File: config.mk
export PLATFORM = sky130hd
export DESIGN_NAME = staged_door_actuator_controller_unit
export DESIGN_NICKNAME = d
export VERILOG_FILES = /design/src/sv/sdac_pkg.sv /design/src/sv/sdac_div.sv /design/src/sv/staged_door_actuator_controller_unit.sv
export SDC_FILE = /design/constraint.sdc
export NUM_CORES = 2
export LEC_CHECK = 0
export BUFFER_PORTS_ARGS = -buffer_cell sky130_fd_sc_hd__buf_2
export CAP_MARGIN = 20
export CORE_MARGIN = 10
export CORE_UTILIZATION = 45
export DETAILED_ROUTE_END_ITERATION = 6
export PLACE_DENSITY = 0.65
export REMOVE_ABC_BUFFERS = 1
export SLEW_MARGIN = 10
export SYNTH_ARGS = -nofsm -noshare
export SYNTH_HDL_FRONTEND = slang
export SYNTH_HIERARCHICAL = 1
export SYNTH_SLANG_ARGS = --single-unit
File: constraint.sdc
create_clock -name clk -period 16.4 [get_ports clk]
set_input_delay 0.82 -clock clk [delete_from_list [all_inputs] [get_ports clk]]
set_output_delay 0.82 -clock clk [all_outputs]
set_load 0.03 [all_outputs]
File: src/sv/sdac_pkg.sv
`timescale 1ns / 1ps
// ----------------------------------------------------------------------------
// sdac_pkg
// Shared constants, codes and divider handshake types of the staged door
// actuator controller.
// ----------------------------------------------------------------------------
package sdac_pkg;

  localparam int NUM_DOORS  = 5;
  localparam int NUM_STAGES = 5;
  localparam int TICK_MS    = 100;
  localparam int OS_TICK_MS = 1;

  localparam int POS_W   = 10;
  localparam int TRAV_W  = 16;
  localparam int TS_W    = 32;
  localparam int DIV_NW  = 32;
  localparam int DIV_DW  = 20;
  localparam int DIV_CW  = $clog2(DIV_NW);

  localparam logic [POS_W-1:0] POS_FULL  = POS_W'(1000);
  localparam logic [POS_W-1:0] OPEN_LIM  = POS_W'(990);
  localparam logic [POS_W-1:0] CLOSE_LIM = POS_W'(10);
  localparam logic [POS_W-1:0] DEADBAND  = POS_W'(5);
  localparam logic [DIV_NW-1:0] STEP_NUM = DIV_NW'(1000 * TICK_MS);

  typedef enum logic [2:0] {
    FN_TICK      = 3'd0,
    FN_START_CAL = 3'd1,
    FN_SET_OPEN  = 3'd2,
    FN_SET_CLOSE = 3'd3,
    FN_SAFE      = 3'd4
  } func_t;

  typedef enum logic [1:0] {
    CFG_OPEN_FRACTION = 2'd0,
    CFG_DEFAULT_TRAVEL = 2'd1,
    CFG_STAGE_MAP      = 2'd2
  } cfg_idx_t;

  localparam logic [1:0] PH_IDLE    = 2'd0;
  localparam logic [1:0] PH_OPENING = 2'd1;
  localparam logic [1:0] PH_CLOSING = 2'd2;

  typedef struct packed {
    logic              start;
    logic [DIV_NW-1:0] num;
    logic [DIV_DW-1:0] den;
  } div_req_t;

  typedef struct packed {
    logic              done;
    logic [DIV_NW-1:0] quo;
  } div_rsp_t;

endpackage

File: src/sv/sdac_div.sv
`timescale 1ns / 1ps
// ----------------------------------------------------------------------------
// sdac_div
// Bit-serial restoring divider, one quotient bit per cycle.
// ----------------------------------------------------------------------------
module sdac_div
  import sdac_pkg::*;
(
  input  logic     clk,
  input  logic     rst_n,
  input  div_req_t req,
  output div_rsp_t rsp
);

  logic [DIV_DW:0]   rem_r, rem_nxt;
  logic [DIV_NW-1:0] quo_r, quo_nxt;
  logic [DIV_DW-1:0] den_r, den_nxt;
  logic [DIV_CW-1:0] cnt_r, cnt_nxt;
  logic              busy_r, busy_nxt;
  logic              done_r, done_nxt;
  logic [DIV_DW:0]   rem_sh;
  logic              fits;

  assign rem_sh = {rem_r[DIV_DW-1:0], quo_r[DIV_NW-1]};
  assign fits   = rem_sh >= {1'b0, den_r};

  always_comb begin
    rem_nxt  = rem_r;
    quo_nxt  = quo_r;
    den_nxt  = den_r;
    cnt_nxt  = cnt_r;
    busy_nxt = busy_r;
    done_nxt = 1'b0;
    if (req.start) begin
      rem_nxt  = '0;
      quo_nxt  = req.num;
      den_nxt  = req.den;
      cnt_nxt  = '0;
      busy_nxt = 1'b1;
    end else if (busy_r) begin
      rem_nxt = fits ? rem_sh - {1'b0, den_r} : rem_sh;
      quo_nxt = {quo_r[DIV_NW-2:0], fits};
      cnt_nxt = cnt_r + 1'b1;
      if (cnt_r == DIV_CW'(DIV_NW - 1)) begin
        busy_nxt = 1'b0;
        done_nxt = 1'b1;
      end
    end
  end

  always_ff @(posedge clk) begin
    rem_r <= rem_nxt;
    quo_r <= quo_nxt;
    den_r <= den_nxt;
    cnt_r <= cnt_nxt;
    if (!rst_n) begin
      busy_r <= 1'b0;
      done_r <= 1'b0;
    end else begin
      busy_r <= busy_nxt;
      done_r <= done_nxt;
    end
  end

  assign rsp.done = done_r;
  assign rsp.quo  = quo_r;

endmodule

File: src/sv/staged_door_actuator_controller_unit.sv
`timescale 1ns / 1ps
// ----------------------------------------------------------------------------
// staged_door_actuator_controller_unit
// Staged target split, per-door stepping and calibration for five doors.
// ----------------------------------------------------------------------------
// a run tick makes up to 11 serial divisions, a calibration tick at most one
// one item at a time; all divisions go through the shared bit-serial divider
// the next item is taken while a finished result waits on the output
// synchronous active-low reset: doors closed, travel times cleared, idle
module staged_door_actuator_controller_unit
  import sdac_pkg::*;
(
  input  logic        clk,
  input  logic        rst_n,
  input  logic        in_valid,
  output logic        in_ready,
  input  logic [2:0]  in_func,
  input  logic [2:0]  in_door,
  input  logic [15:0] in_value,
  input  logic [31:0] in_now_ticks,
  output logic        out_valid,
  input  logic        out_ready,
  output logic [4:0]  out_open_drive,
  output logic [4:0]  out_close_drive,
  output logic [4:0]  out_open_limits,
  output logic [4:0]  out_close_limits,
  output logic [4:0]  out_moving_mask,
  output logic [4:0]  out_calibrated_mask,
  output logic        out_calibrating,
  output logic [1:0]  out_cal_phase,
  output logic [2:0]  out_active_stage_count,
  output logic [9:0]  out_selected_position,
  output logic [9:0]  out_selected_target,
  input  logic        cfg_valid,
  output logic        cfg_ready,
  input  logic [1:0]  cfg_index,
  input  logic [15:0] cfg_data
);

  typedef enum logic [11:0] {
    ST_IDLE   = 12'b000000000001,
    ST_EXEC   = 12'b000000000010,
    ST_SUM    = 12'b000000000100,
    ST_BDIV   = 12'b000000001000,
    ST_STAGE  = 12'b000000010000,
    ST_TDIV   = 12'b000000100000,
    ST_RSTEP  = 12'b000001000000,
    ST_RAPPLY = 12'b000010000000,
    ST_CSTEP  = 12'b000100000000,
    ST_CDOOR  = 12'b001000000000,
    ST_CFIN   = 12'b010000000000,
    ST_FIN    = 12'b100000000000
  } state_t;

  state_t state_r, state_nxt;

  logic [9:0]  frac_r;
  logic [15:0] dflt_r;
  logic [14:0] smap_r;

  logic [POS_W-1:0]  pos_r [NUM_DOORS];
  logic [POS_W-1:0]  pos_nxt [NUM_DOORS];
  logic [POS_W-1:0]  tgt_r [NUM_DOORS];
  logic [POS_W-1:0]  tgt_nxt [NUM_DOORS];
  logic [TRAV_W-1:0] otr_r [NUM_DOORS];
  logic [TRAV_W-1:0] otr_nxt [NUM_DOORS];
  logic [TRAV_W-1:0] ctr_r [NUM_DOORS];
  logic [TRAV_W-1:0] ctr_nxt [NUM_DOORS];
  logic [TS_W-1:0]   cs_r [NUM_DOORS];
  logic [TS_W-1:0]   cs_nxt [NUM_DOORS];
  logic [4:0] mov_r, mov_nxt, opn_r, opn_nxt, cls_r, cls_nxt, cal_r, cal_nxt;
  logic [4:0] od_r, od_nxt, cd_r, cd_nxt;
  logic       calib_r, calib_nxt;
  logic [1:0] phase_r, phase_nxt;
  logic [2:0] scnt_r, scnt_nxt;

  logic [2:0]  func_r, func_nxt, door_r, door_nxt;
  logic [15:0] val_r, val_nxt;
  logic [31:0] now_r, now_nxt;
  logic [2:0]  i_r, i_nxt, st_r, st_nxt;
  logic [18:0] total_r, total_nxt, budget_r, budget_nxt;
  logic [15:0] used_r, used_nxt;
  logic [POS_W-1:0] step_r, step_nxt;
  logic        pend_r, pend_nxt;
  logic        ov_r, ov_nxt;

  logic [4:0] o_od_r, o_cd_r, o_ol_r, o_cl_r, o_mv_r, o_cb_r;
  logic       o_cal_r;
  logic [1:0] o_ph_r;
  logic [2:0] o_sc_r;
  logic [9:0] o_pos_r, o_tgt_r;
  logic       o_load;

  div_req_t dreq;
  div_rsp_t drsp;

  sdac_div u_div (
    .clk  (clk),
    .rst_n(rst_n),
    .req  (dreq),
    .rsp  (drsp)
  );

  // per-door parallel views
  logic [2:0]        stg [NUM_DOORS];
  logic [TRAV_W-1:0] eo  [NUM_DOORS];
  logic [TRAV_W-1:0] ec  [NUM_DOORS];
  logic [18:0]       total_c;
  logic [TRAV_W-1:0] maxt_c;
  logic [4:0]        active_c;

  always_comb begin
    total_c  = '0;
    maxt_c   = '0;
    active_c = '0;
    for (int k = 0; k < NUM_DOORS; k++) begin
      stg[k] = smap_r[3*k +: 3];
      eo[k]  = (cal_r[k] && otr_r[k] != '0) ? otr_r[k] : dflt_r;
      ec[k]  = (cal_r[k] && ctr_r[k] != '0) ? ctr_r[k] : dflt_r;
      if (stg[k] != 3'd0) total_c = total_c + 19'(eo[k]);
      if (stg[k] == st_r && eo[k] > maxt_c) maxt_c = eo[k];
      if (tgt_r[k] != '0 && stg[k] >= 3'd1 && stg[k] <= 3'(NUM_STAGES))
        active_c[stg[k] - 3'd1] = 1'b1;
    end
  end

  // single read port into the per-door stores
  logic       door_ok;
  logic [2:0] rd_idx;
  logic [POS_W-1:0]  rd_pos, rd_tgt;
  logic [TRAV_W-1:0] rd_eo, rd_ec;
  logic [TS_W-1:0]   rd_cs;

  assign door_ok = door_r < 3'(NUM_DOORS);
  assign rd_idx  = (state_r == ST_FIN) ? (door_ok ? door_r : 3'd0) : i_r;
  assign rd_pos  = pos_r[rd_idx];
  assign rd_tgt  = tgt_r[rd_idx];
  assign rd_eo   = eo[rd_idx];
  assign rd_ec   = ec[rd_idx];
  assign rd_cs   = cs_r[rd_idx];

  logic [TRAV_W-1:0] run_trav;
  logic [POS_W-1:0]  q_step, q_tgt;
  logic [TS_W-1:0]   el_d;
  logic [TS_W+7:0]   el_e;
  logic [TRAV_W-1:0] el;
  logic [POS_W:0]    psum, tsum_hi, tsum_lo, stsum;

  assign run_trav = (rd_pos < rd_tgt) ? rd_eo : rd_ec;
  assign q_step   = (drsp.quo == '0) ? POS_W'(1) :
                    (drsp.quo > DIV_NW'(POS_FULL)) ? POS_FULL : drsp.quo[POS_W-1:0];
  assign q_tgt    = (drsp.quo > DIV_NW'(POS_FULL)) ? POS_FULL : drsp.quo[POS_W-1:0];
  assign el_d     = now_r - rd_cs;
  assign el_e     = (TS_W+8)'(el_d) * (TS_W+8)'(OS_TICK_MS);
  assign el       = (el_e > (TS_W+8)'(16'hFFFF)) ? 16'hFFFF : el_e[15:0];
  assign psum     = {1'b0, rd_pos} + {1'b0, step_r};
  assign tsum_hi  = {1'b0, rd_pos} + {1'b0, DEADBAND};
  assign tsum_lo  = {1'b0, rd_tgt} + {1'b0, DEADBAND};
  assign stsum    = {1'b0, step_r} + {1'b0, rd_tgt};

  always_comb begin
    state_nxt  = state_r;
    pos_nxt    = pos_r;
    tgt_nxt    = tgt_r;
    otr_nxt    = otr_r;
    ctr_nxt    = ctr_r;
    cs_nxt     = cs_r;
    mov_nxt    = mov_r;
    opn_nxt    = opn_r;
    cls_nxt    = cls_r;
    cal_nxt    = cal_r;
    od_nxt     = od_r;
    cd_nxt     = cd_r;
    calib_nxt  = calib_r;
    phase_nxt  = phase_r;
    scnt_nxt   = scnt_r;
    func_nxt   = func_r;
    door_nxt   = door_r;
    val_nxt    = val_r;
    now_nxt    = now_r;
    i_nxt      = i_r;
    st_nxt     = st_r;
    total_nxt  = total_r;
    budget_nxt = budget_r;
    used_nxt   = used_r;
    step_nxt   = step_r;
    pend_nxt   = pend_r;
    dreq       = '0;
    o_load     = 1'b0;
    ov_nxt     = ov_r && !out_ready;

    case (state_r)
      ST_IDLE: begin
        if (in_valid) begin
          func_nxt  = in_func;
          door_nxt  = in_door;
          val_nxt   = in_value;
          now_nxt   = in_now_ticks;
          state_nxt = ST_EXEC;
        end
      end
      ST_EXEC: begin
        state_nxt = ST_FIN;
        case (func_r)
          FN_TICK: begin
            if (calib_r) begin
              state_nxt = ST_CSTEP;
            end else begin
              for (int k = 0; k < NUM_DOORS; k++) tgt_nxt[k] = '0;
              state_nxt = ST_SUM;
            end
          end
          FN_START_CAL: begin
            if (!calib_r) begin
              calib_nxt = 1'b1;
              if (&cls_r) begin
                phase_nxt = PH_OPENING;
                for (int k = 0; k < NUM_DOORS; k++) cs_nxt[k] = now_r;
              end else begin
                phase_nxt = PH_CLOSING;
                for (int k = 0; k < NUM_DOORS; k++) begin
                  tgt_nxt[k] = '0;
                  cs_nxt[k]  = cls_r[k] ? '0 : now_r;
                end
              end
            end
          end
          FN_SET_OPEN, FN_SET_CLOSE: begin
            if (door_ok) begin
              if (func_r == FN_SET_OPEN) otr_nxt[door_r] = val_r;
              else ctr_nxt[door_r] = val_r;
              if (val_r != '0 &&
                  ((func_r == FN_SET_OPEN) ? ctr_r[door_r] : otr_r[door_r]) != '0)
                cal_nxt[door_r] = 1'b1;
              if (val_r == '0) cal_nxt[door_r] = 1'b0;
            end
          end
          FN_SAFE: begin
            calib_nxt = 1'b0;
            phase_nxt = PH_IDLE;
            mov_nxt   = '0;
            od_nxt    = '0;
            cd_nxt    = '0;
            for (int k = 0; k < NUM_DOORS; k++) begin
              tgt_nxt[k] = pos_r[k];
              cs_nxt[k]  = '0;
            end
          end
          default: ;
        endcase
      end
      ST_SUM: begin
        i_nxt = '0;
        if (frac_r == '0 || total_c == '0) begin
          state_nxt = ST_RSTEP;
        end else begin
          total_nxt = total_c;
          state_nxt = ST_BDIV;
        end
      end
      ST_BDIV: begin
        dreq.num = DIV_NW'(frac_r) * DIV_NW'(total_r);
        dreq.den = DIV_DW'(POS_FULL);
        if (!pend_r) begin
          dreq.start = 1'b1;
          pend_nxt   = 1'b1;
        end else if (drsp.done) begin
          pend_nxt   = 1'b0;
          budget_nxt = drsp.quo[18:0];
          st_nxt     = 3'd1;
          state_nxt  = ST_STAGE;
        end
      end
      ST_STAGE: begin
        i_nxt = '0;
        if (st_r > 3'(NUM_STAGES) || budget_r == '0) begin
          state_nxt = ST_RSTEP;
        end else if (maxt_c == '0) begin
          st_nxt = st_r + 3'd1;
        end else begin
          used_nxt  = (budget_r < 19'(maxt_c)) ? budget_r[15:0] : maxt_c;
          state_nxt = ST_TDIV;
        end
      end
      ST_TDIV: begin
        dreq.num = DIV_NW'(used_r) * DIV_NW'(POS_FULL);
        dreq.den = DIV_DW'(rd_eo);
        if (i_r == 3'(NUM_DOORS)) begin
          budget_nxt = budget_r - 19'(used_r);
          st_nxt     = st_r + 3'd1;
          state_nxt  = ST_STAGE;
        end else if (stg[i_r] != st_r || rd_eo == '0) begin
          i_nxt = i_r + 3'd1;
        end else if (!pend_r) begin
          dreq.start = 1'b1;
          pend_nxt   = 1'b1;
        end else if (drsp.done) begin
          pend_nxt      = 1'b0;
          tgt_nxt[i_r]  = q_tgt;
          i_nxt         = i_r + 3'd1;
        end
      end
      ST_RSTEP: begin
        dreq.num = STEP_NUM;
        dreq.den = DIV_DW'(run_trav);
        if (i_r == 3'(NUM_DOORS)) begin
          scnt_nxt  = 3'($countones(active_c));
          state_nxt = ST_FIN;
        end else if (run_trav == '0) begin
          step_nxt  = '0;
          state_nxt = ST_RAPPLY;
        end else if (!pend_r) begin
          dreq.start = 1'b1;
          pend_nxt   = 1'b1;
        end else if (drsp.done) begin
          pend_nxt  = 1'b0;
          step_nxt  = q_step;
          state_nxt = ST_RAPPLY;
        end
      end
      ST_RAPPLY: begin
        opn_nxt[i_r] = rd_pos >= OPEN_LIM;
        cls_nxt[i_r] = rd_pos <= CLOSE_LIM;
        mov_nxt[i_r] = 1'b0;
        od_nxt[i_r]  = 1'b0;
        cd_nxt[i_r]  = 1'b0;
        if (step_r == '0) begin
          // frozen door
        end else if ({1'b0, rd_tgt} > tsum_hi && !(rd_pos >= OPEN_LIM)) begin
          mov_nxt[i_r] = 1'b1;
          od_nxt[i_r]  = 1'b1;
          pos_nxt[i_r] = (psum > {1'b0, rd_tgt}) ? rd_tgt : psum[POS_W-1:0];
        end else if (tsum_lo < {1'b0, rd_pos} && !(rd_pos <= CLOSE_LIM)) begin
          mov_nxt[i_r] = 1'b1;
          cd_nxt[i_r]  = 1'b1;
          pos_nxt[i_r] = ({1'b0, rd_pos} < stsum) ? rd_tgt : rd_pos - step_r;
        end else begin
          if (rd_pos >= OPEN_LIM) pos_nxt[i_r] = POS_FULL;
          if (rd_pos <= CLOSE_LIM) pos_nxt[i_r] = '0;
        end
        i_nxt     = i_r + 3'd1;
        state_nxt = ST_RSTEP;
      end
      ST_CSTEP: begin
        dreq.num = STEP_NUM;
        dreq.den = DIV_DW'(dflt_r);
        i_nxt    = '0;
        if (dflt_r == '0) begin
          step_nxt  = '0;
          state_nxt = ST_CDOOR;
        end else if (!pend_r) begin
          dreq.start = 1'b1;
          pend_nxt   = 1'b1;
        end else if (drsp.done) begin
          pend_nxt  = 1'b0;
          step_nxt  = q_step;
          state_nxt = ST_CDOOR;
        end
      end
      ST_CDOOR: begin
        if (i_r == 3'(NUM_DOORS)) begin
          state_nxt = ST_CFIN;
        end else begin
          if (phase_r == PH_OPENING) begin
            mov_nxt[i_r] = 1'b0;
            od_nxt[i_r]  = 1'b0;
            cd_nxt[i_r]  = 1'b0;
            if (!opn_r[i_r]) begin
              mov_nxt[i_r] = 1'b1;
              od_nxt[i_r]  = 1'b1;
              pos_nxt[i_r] = (psum >= {1'b0, POS_FULL}) ? POS_FULL : psum[POS_W-1:0];
              if (psum >= {1'b0, OPEN_LIM}) begin
                opn_nxt[i_r] = 1'b1;
                cls_nxt[i_r] = 1'b0;
                mov_nxt[i_r] = 1'b0;
                od_nxt[i_r]  = 1'b0;
                if (rd_cs != '0) otr_nxt[i_r] = el;
              end
            end
          end else if (phase_r == PH_CLOSING) begin
            mov_nxt[i_r] = 1'b0;
            od_nxt[i_r]  = 1'b0;
            cd_nxt[i_r]  = 1'b0;
            if (!cls_r[i_r]) begin
              mov_nxt[i_r] = 1'b1;
              cd_nxt[i_r]  = 1'b1;
              pos_nxt[i_r] = (rd_pos < step_r) ? '0 : rd_pos - step_r;
              if (rd_pos < step_r || (rd_pos - step_r) <= CLOSE_LIM) begin
                cls_nxt[i_r] = 1'b1;
                opn_nxt[i_r] = 1'b0;
                mov_nxt[i_r] = 1'b0;
                cd_nxt[i_r]  = 1'b0;
                if (rd_cs != '0) ctr_nxt[i_r] = el;
              end
            end
          end
          i_nxt = i_r + 3'd1;
        end
      end
      ST_CFIN: begin
        state_nxt = ST_FIN;
        if ((phase_r == PH_OPENING) ? (&opn_r) : (&cls_r)) begin
          if (phase_r == PH_OPENING) begin
            phase_nxt = PH_CLOSING;
            for (int k = 0; k < NUM_DOORS; k++) cs_nxt[k] = now_r;
          end else begin
            calib_nxt = 1'b0;
            phase_nxt = PH_IDLE;
            cal_nxt   = '1;
            for (int k = 0; k < NUM_DOORS; k++) cs_nxt[k] = '0;
          end
        end
      end
      ST_FIN: begin
        // result register frees up or is empty
        if (!ov_r || out_ready) begin
          o_load    = 1'b1;
          ov_nxt    = 1'b1;
          state_nxt = ST_IDLE;
        end
      end
      default: state_nxt = ST_IDLE;
    endcase
  end

  always_ff @(posedge clk) begin
    func_r   <= func_nxt;
    door_r   <= door_nxt;
    val_r    <= val_nxt;
    now_r    <= now_nxt;
    i_r      <= i_nxt;
    st_r     <= st_nxt;
    total_r  <= total_nxt;
    budget_r <= budget_nxt;
    used_r   <= used_nxt;
    step_r   <= step_nxt;
    if (o_load) begin
      o_od_r  <= od_r;
      o_cd_r  <= cd_r;
      o_ol_r  <= opn_r;
      o_cl_r  <= cls_r;
      o_mv_r  <= mov_r;
      o_cb_r  <= cal_r;
      o_cal_r <= calib_r;
      o_ph_r  <= phase_r;
      o_sc_r  <= scnt_r;
      o_pos_r <= door_ok ? rd_pos : '0;
      o_tgt_r <= door_ok ? rd_tgt : '0;
    end
    if (!rst_n) begin
      state_r <= ST_IDLE;
      pend_r  <= 1'b0;
      ov_r    <= 1'b0;
      frac_r  <= '0;
      dflt_r  <= '0;
      smap_r  <= '0;
      mov_r   <= '0;
      opn_r   <= '0;
      cls_r   <= '1;
      cal_r   <= '0;
      od_r    <= '0;
      cd_r    <= '0;
      calib_r <= 1'b0;
      phase_r <= PH_IDLE;
      scnt_r  <= '0;
      for (int k = 0; k < NUM_DOORS; k++) begin
        pos_r[k] <= '0;
        tgt_r[k] <= '0;
        otr_r[k] <= '0;
        ctr_r[k] <= '0;
        cs_r[k]  <= '0;
      end
    end else begin
      state_r <= state_nxt;
      pend_r  <= pend_nxt;
      ov_r    <= ov_nxt;
      mov_r   <= mov_nxt;
      opn_r   <= opn_nxt;
      cls_r   <= cls_nxt;
      cal_r   <= cal_nxt;
      od_r    <= od_nxt;
      cd_r    <= cd_nxt;
      calib_r <= calib_nxt;
      phase_r <= phase_nxt;
      scnt_r  <= scnt_nxt;
      pos_r   <= pos_nxt;
      tgt_r   <= tgt_nxt;
      otr_r   <= otr_nxt;
      ctr_r   <= ctr_nxt;
      cs_r    <= cs_nxt;
      if (cfg_valid) begin
        case (cfg_index)
          CFG_OPEN_FRACTION:  frac_r <= cfg_data[9:0];
          CFG_DEFAULT_TRAVEL: dflt_r <= cfg_data;
          CFG_STAGE_MAP:      smap_r <= cfg_data[14:0];
          default: ;
        endcase
      end
    end
  end

  assign in_ready  = (state_r == ST_IDLE);
  assign cfg_ready = 1'b1;
  assign out_valid = ov_r;

  assign out_open_drive         = o_od_r;
  assign out_close_drive        = o_cd_r;
  assign out_open_limits        = o_ol_r;
  assign out_close_limits       = o_cl_r;
  assign out_moving_mask        = o_mv_r;
  assign out_calibrated_mask    = o_cb_r;
  assign out_calibrating        = o_cal_r;
  assign out_cal_phase          = o_ph_r;
  assign out_active_stage_count = o_sc_r;
  assign out_selected_position  = o_pos_r;
  assign out_selected_target    = o_tgt_r;

endmodule
==> impl_summary.txt <==
----------------------------------------------------
[Critical path]
  Critical Path End Type ... flop
  Most frequent cell on the critical path ... a21oi_1
  Count of cells along the worst register-to-register path ... 60
  CP Max Fanout ... 21
  WS Path Type ... reg -> reg
  Max stage delay on crit path ... 700 ps
  Max stage delay cell, worst path ... o31ai_4
  Arrival @ worst endpoint ... 15080 ps
  Launching element type of the critical path ... flop
  Required time of the worst setup path ... between 15000 and 20000 ps

[Route]
  First-pass iteration count of the detailed router ... 7
  Number of design-rule violations left by the first detailed-router iteration ... a little over 6000
  DRC Markers ... 1
  Final antenna-violating net count ... 0
  Post-detailed-route wirelength per cell ... approximately 25 µm
  Via count ... 54800
  WL final ... about 210 mm
  Number of vias per cell after detailed routing ... between 6 and 7

[STA]
  Final hold vios ... 0
  Final WS setup ... 1760 ps
  Clk_skew ... 64.0 ps
  Slew Limit Headroom ... between 10% and 20%
  Worst Max-Slew Pin Slew ... about 1200 ps
  Setup repair after global routing missed its margin ... false
  Minimum clock period after layout ... ~15000 ps
  Total of endpoints with negative setup slack in the final report ... 0
  Maximum frequency from static timing analysis ... 68.3 MHz
  Final clock period utilization by the worst path ... 89.2%
  WHS ... 251 ps
  Pins Over Slew Limit ... 0
  Setup tns final ... 0 ps

[CTS]
  Reg clk slew, reported paths ... approximately 60 ps
  Buffer count from post-CTS setup fixing ... 0
  Clock Tree Root ... clkbuf_16
  Clock buffers created by TritonCTS ... 88
  Buffer levels on the longest clock path ... 3
  Clock Latency Late Sink ... 740 ps
  Max H-tree Level ... 3
  Post-cts gate resize count ... 0
  Clock net sink count ... 770
  CTS tree ... done
  Number of hold buffers added after cts ... 0

[Logic synthesis]
  Post-synth top area share ... a little under a fifth
  Top cells by instance count after synthesis ... nor2_1, dfxtp_1, nand2_1
  Share of synthesized registers carrying an async set or reset ... 0%
  Number of enable-type register cells in the synthesized netlist ... 232
  Part of the Yosys area used for sequential elements ... roughly 30%
  Flop and latch count out of synthesis ... 770
  Dominant register cell in the synthesized netlist ... dfxtp_1
  Yosys synthesis warning count ... 6
  Synthesized-area fraction occupied by adder cells ... 15.9%
  Share of the synthesized area in compound gates (AO/OA/AOI/OAI) ... approximately a fifth
  Simple logic cell fraction of the synthesized area ... 18.7%
  Mean post-synth cell area ... approximately 8.6 µm²
  Biggest area consumer among synthesized cells ... dfxtp_1
  Gate count of the mapped netlist ... 6863
  Total standard cell area after synthesis ... 0.0589 mm²
  Post-Synth XOR/XNOR Area ... 2.72%
  Top cells by area, synth ... dfxtp_1, edfxtp_1, ha_1, fa_1, nor2_1
  Most frequent cell after synthesis ... nor2_1
  Fraction of synthesized area in multiplexers ... 6.81%
  Combinational family with the most area after synthesis ... compound AO/OA/AOI/OAI gates
  Count of cell types in the netlist ... 109

[Floorplan]
  Placeable core region ... around 0.13 mm²
  Die area ... 0.146 mm²
  Die Wd ... 382 µm
  Count of boundary I/O pins ... 136
  Die height ... 382 µm
  Number of placement rows ... between 100 and 150
  Initial core utilization ... 45.4%

[Status]
  Status ... finished, violations left
  Failing checks ... DRC

[GRT]
  Pin count of the biggest net entering global routing ... 178
  Total global routing track utilization ... 28.2%
  Global-route wire length before repair ... ~320 mm
  Antenna violations before repair ... 11
  Via count of the first global-routing pass ... 52000
  Overall overflow remaining after global route ... 0

[Placement]
  Number of buffers inserted by port buffering ... 134
  Cell Area, Placed ... 0.0614 mm²
  Worst slack, placed ... between 1500 and 2000 ps
  Final RePlAce weighted congestion ... 0.998
  HPWL after DPL ... 161 mm

[Final layout]
  Number of filler instances in the final layout ... 12300
  Diodes inserted ... 0
  Fraction of final layout cells with drive strength greater than 1 ... 10.1%
  Area Growth Syn to Fin ... 9.52%
  # nets final ... 7507
  Cell area after layout ... between 0.06 and 0.07 mm²

[Job]
  Count of maximum capacitance violations ... 0

[Power]
  Static leakage ... 25.8 nW
  Total power ... 4.91 mW
  Total power density per cell area ... 76.1 mW/mm²
  Worst vdd ir ... 0.0000979 V

[Min path]
  Worst min path class ... in -> reg
  Number of cells traversed by the worst hold path ... 1

----------------------------------------------------
[cell families (layout without fill, tap and decap cells)]
logic type,count (synthesis),count (layout)
multiplexers,313,313
XOR/XNOR,183,183
AND/OR/NAND/NOR,2307,2307
buffers and inverters,878,888
AO/OA/AOI/OAI,1783,1783
other,2,8
flip-flops,770,770
adder cells (fa/ha/maj),627,627
[metal layers]
layer / vias to the layer above / part of all wire [%] / GRT usage, %
met1: 26600 / 43 / 39.1
met3: 509 / 10 / 6.15
li1: 24900 / - / -
met5: - / 0.019 / 0
met2: 2761 / 43 / 43.0
met4: 6 / 3.9 / 9.40
[cell usage in the layout (no fill, tap or decap), types with 147 or more instances in the layout]
| cell | synthesis | final |
|---|---|---|
| mux2i_1 | 148 | 147 |
| dfxtp_1 | 538 | 538 |
| inv_1 | 434 | 434 |
| o211ai_1 | 179 | 179 |
| a21oi_1 | 388 | 386 |
| fa_1 | 200 | 200 |
| a22oi_1 | 265 | 265 |
| nand2_1 | 508 | 507 |
| nand4_1 | 219 | 219 |
| o21ai_0 | 321 | 320 |
| nand3_1 | 230 | 230 |
| buf_4 | 4 | 147 |
| nor2_1 | 756 | 744 |
| edfxtp_1 | 232 | 232 |
| ha_1 | 426 | 426 |
[critical path, delay by kind of cell, from the launching register on]
kind / cells / cell delay (ps)
compound gates: 32 / 7500
simple gates: 18 / 3460
fa+ha+maj: 5 / 1550
mux: 3 / 1130
flops: 1 / 370
buf+inv: 2 / 320
[stage by stage]
step | cells | utilization, %
6_report | 8621 | 49.7
5_1_grt | 8621 | 49.7
4_1_cts | 8615 | 49.7
3_5_place_dp | 8450 | 47.3
3_3_place_gp | 8445 | 47.2
2_1_floorplan | 6428 | -
[report_power, final]
| group | internal, mW | leakage, nW | switching, mW |
|---|---|---|---|
| Combinational | 0.245 | 17.8 | 0.462 |
| Clock | 1.22 | 1.48 | 0.901 |
| Sequential | 2.01 | 6.48 | 0.0686 |
[state kept, by name (all words and copies together) (netlist names), 20 cells and up, named ones only]
register / flops
u_div/rem_r: 20
tgt_r: 50
u_div/quo_r: 32
otr_r: 80
u_div/den_r: 20
ctr_r: 80
pos_r: 20
cs_r: 160
now_r: 32
[path summary, 6_finish.rpt]
check	slack (ps)	endpoint	start
worst max-delay path	1760	used_r[0]	otr_r[64]
worst max register to register	1760	used_r[0]	otr_r[64]
worst min register to register	430	out_open_drive[1]	od_r[1]
worst min-delay path	250	val_r[12]	in_value[12]
[area by class of cell]
class	count	area, µm²	share of cell area (%)
Timing Repair Buffer	286	1840	2.85
Tap cell	1742	2180	3.38
Inverter	437	1650	2.55
Multi-Input combinational cell	5221	38000	58.9
Sequential cell	770	17700	27.5
Clock buffer	117	2520	3.90
Clock inverter	48	573	0.888
No activity file was read; power rests on OpenSTA's default activity.
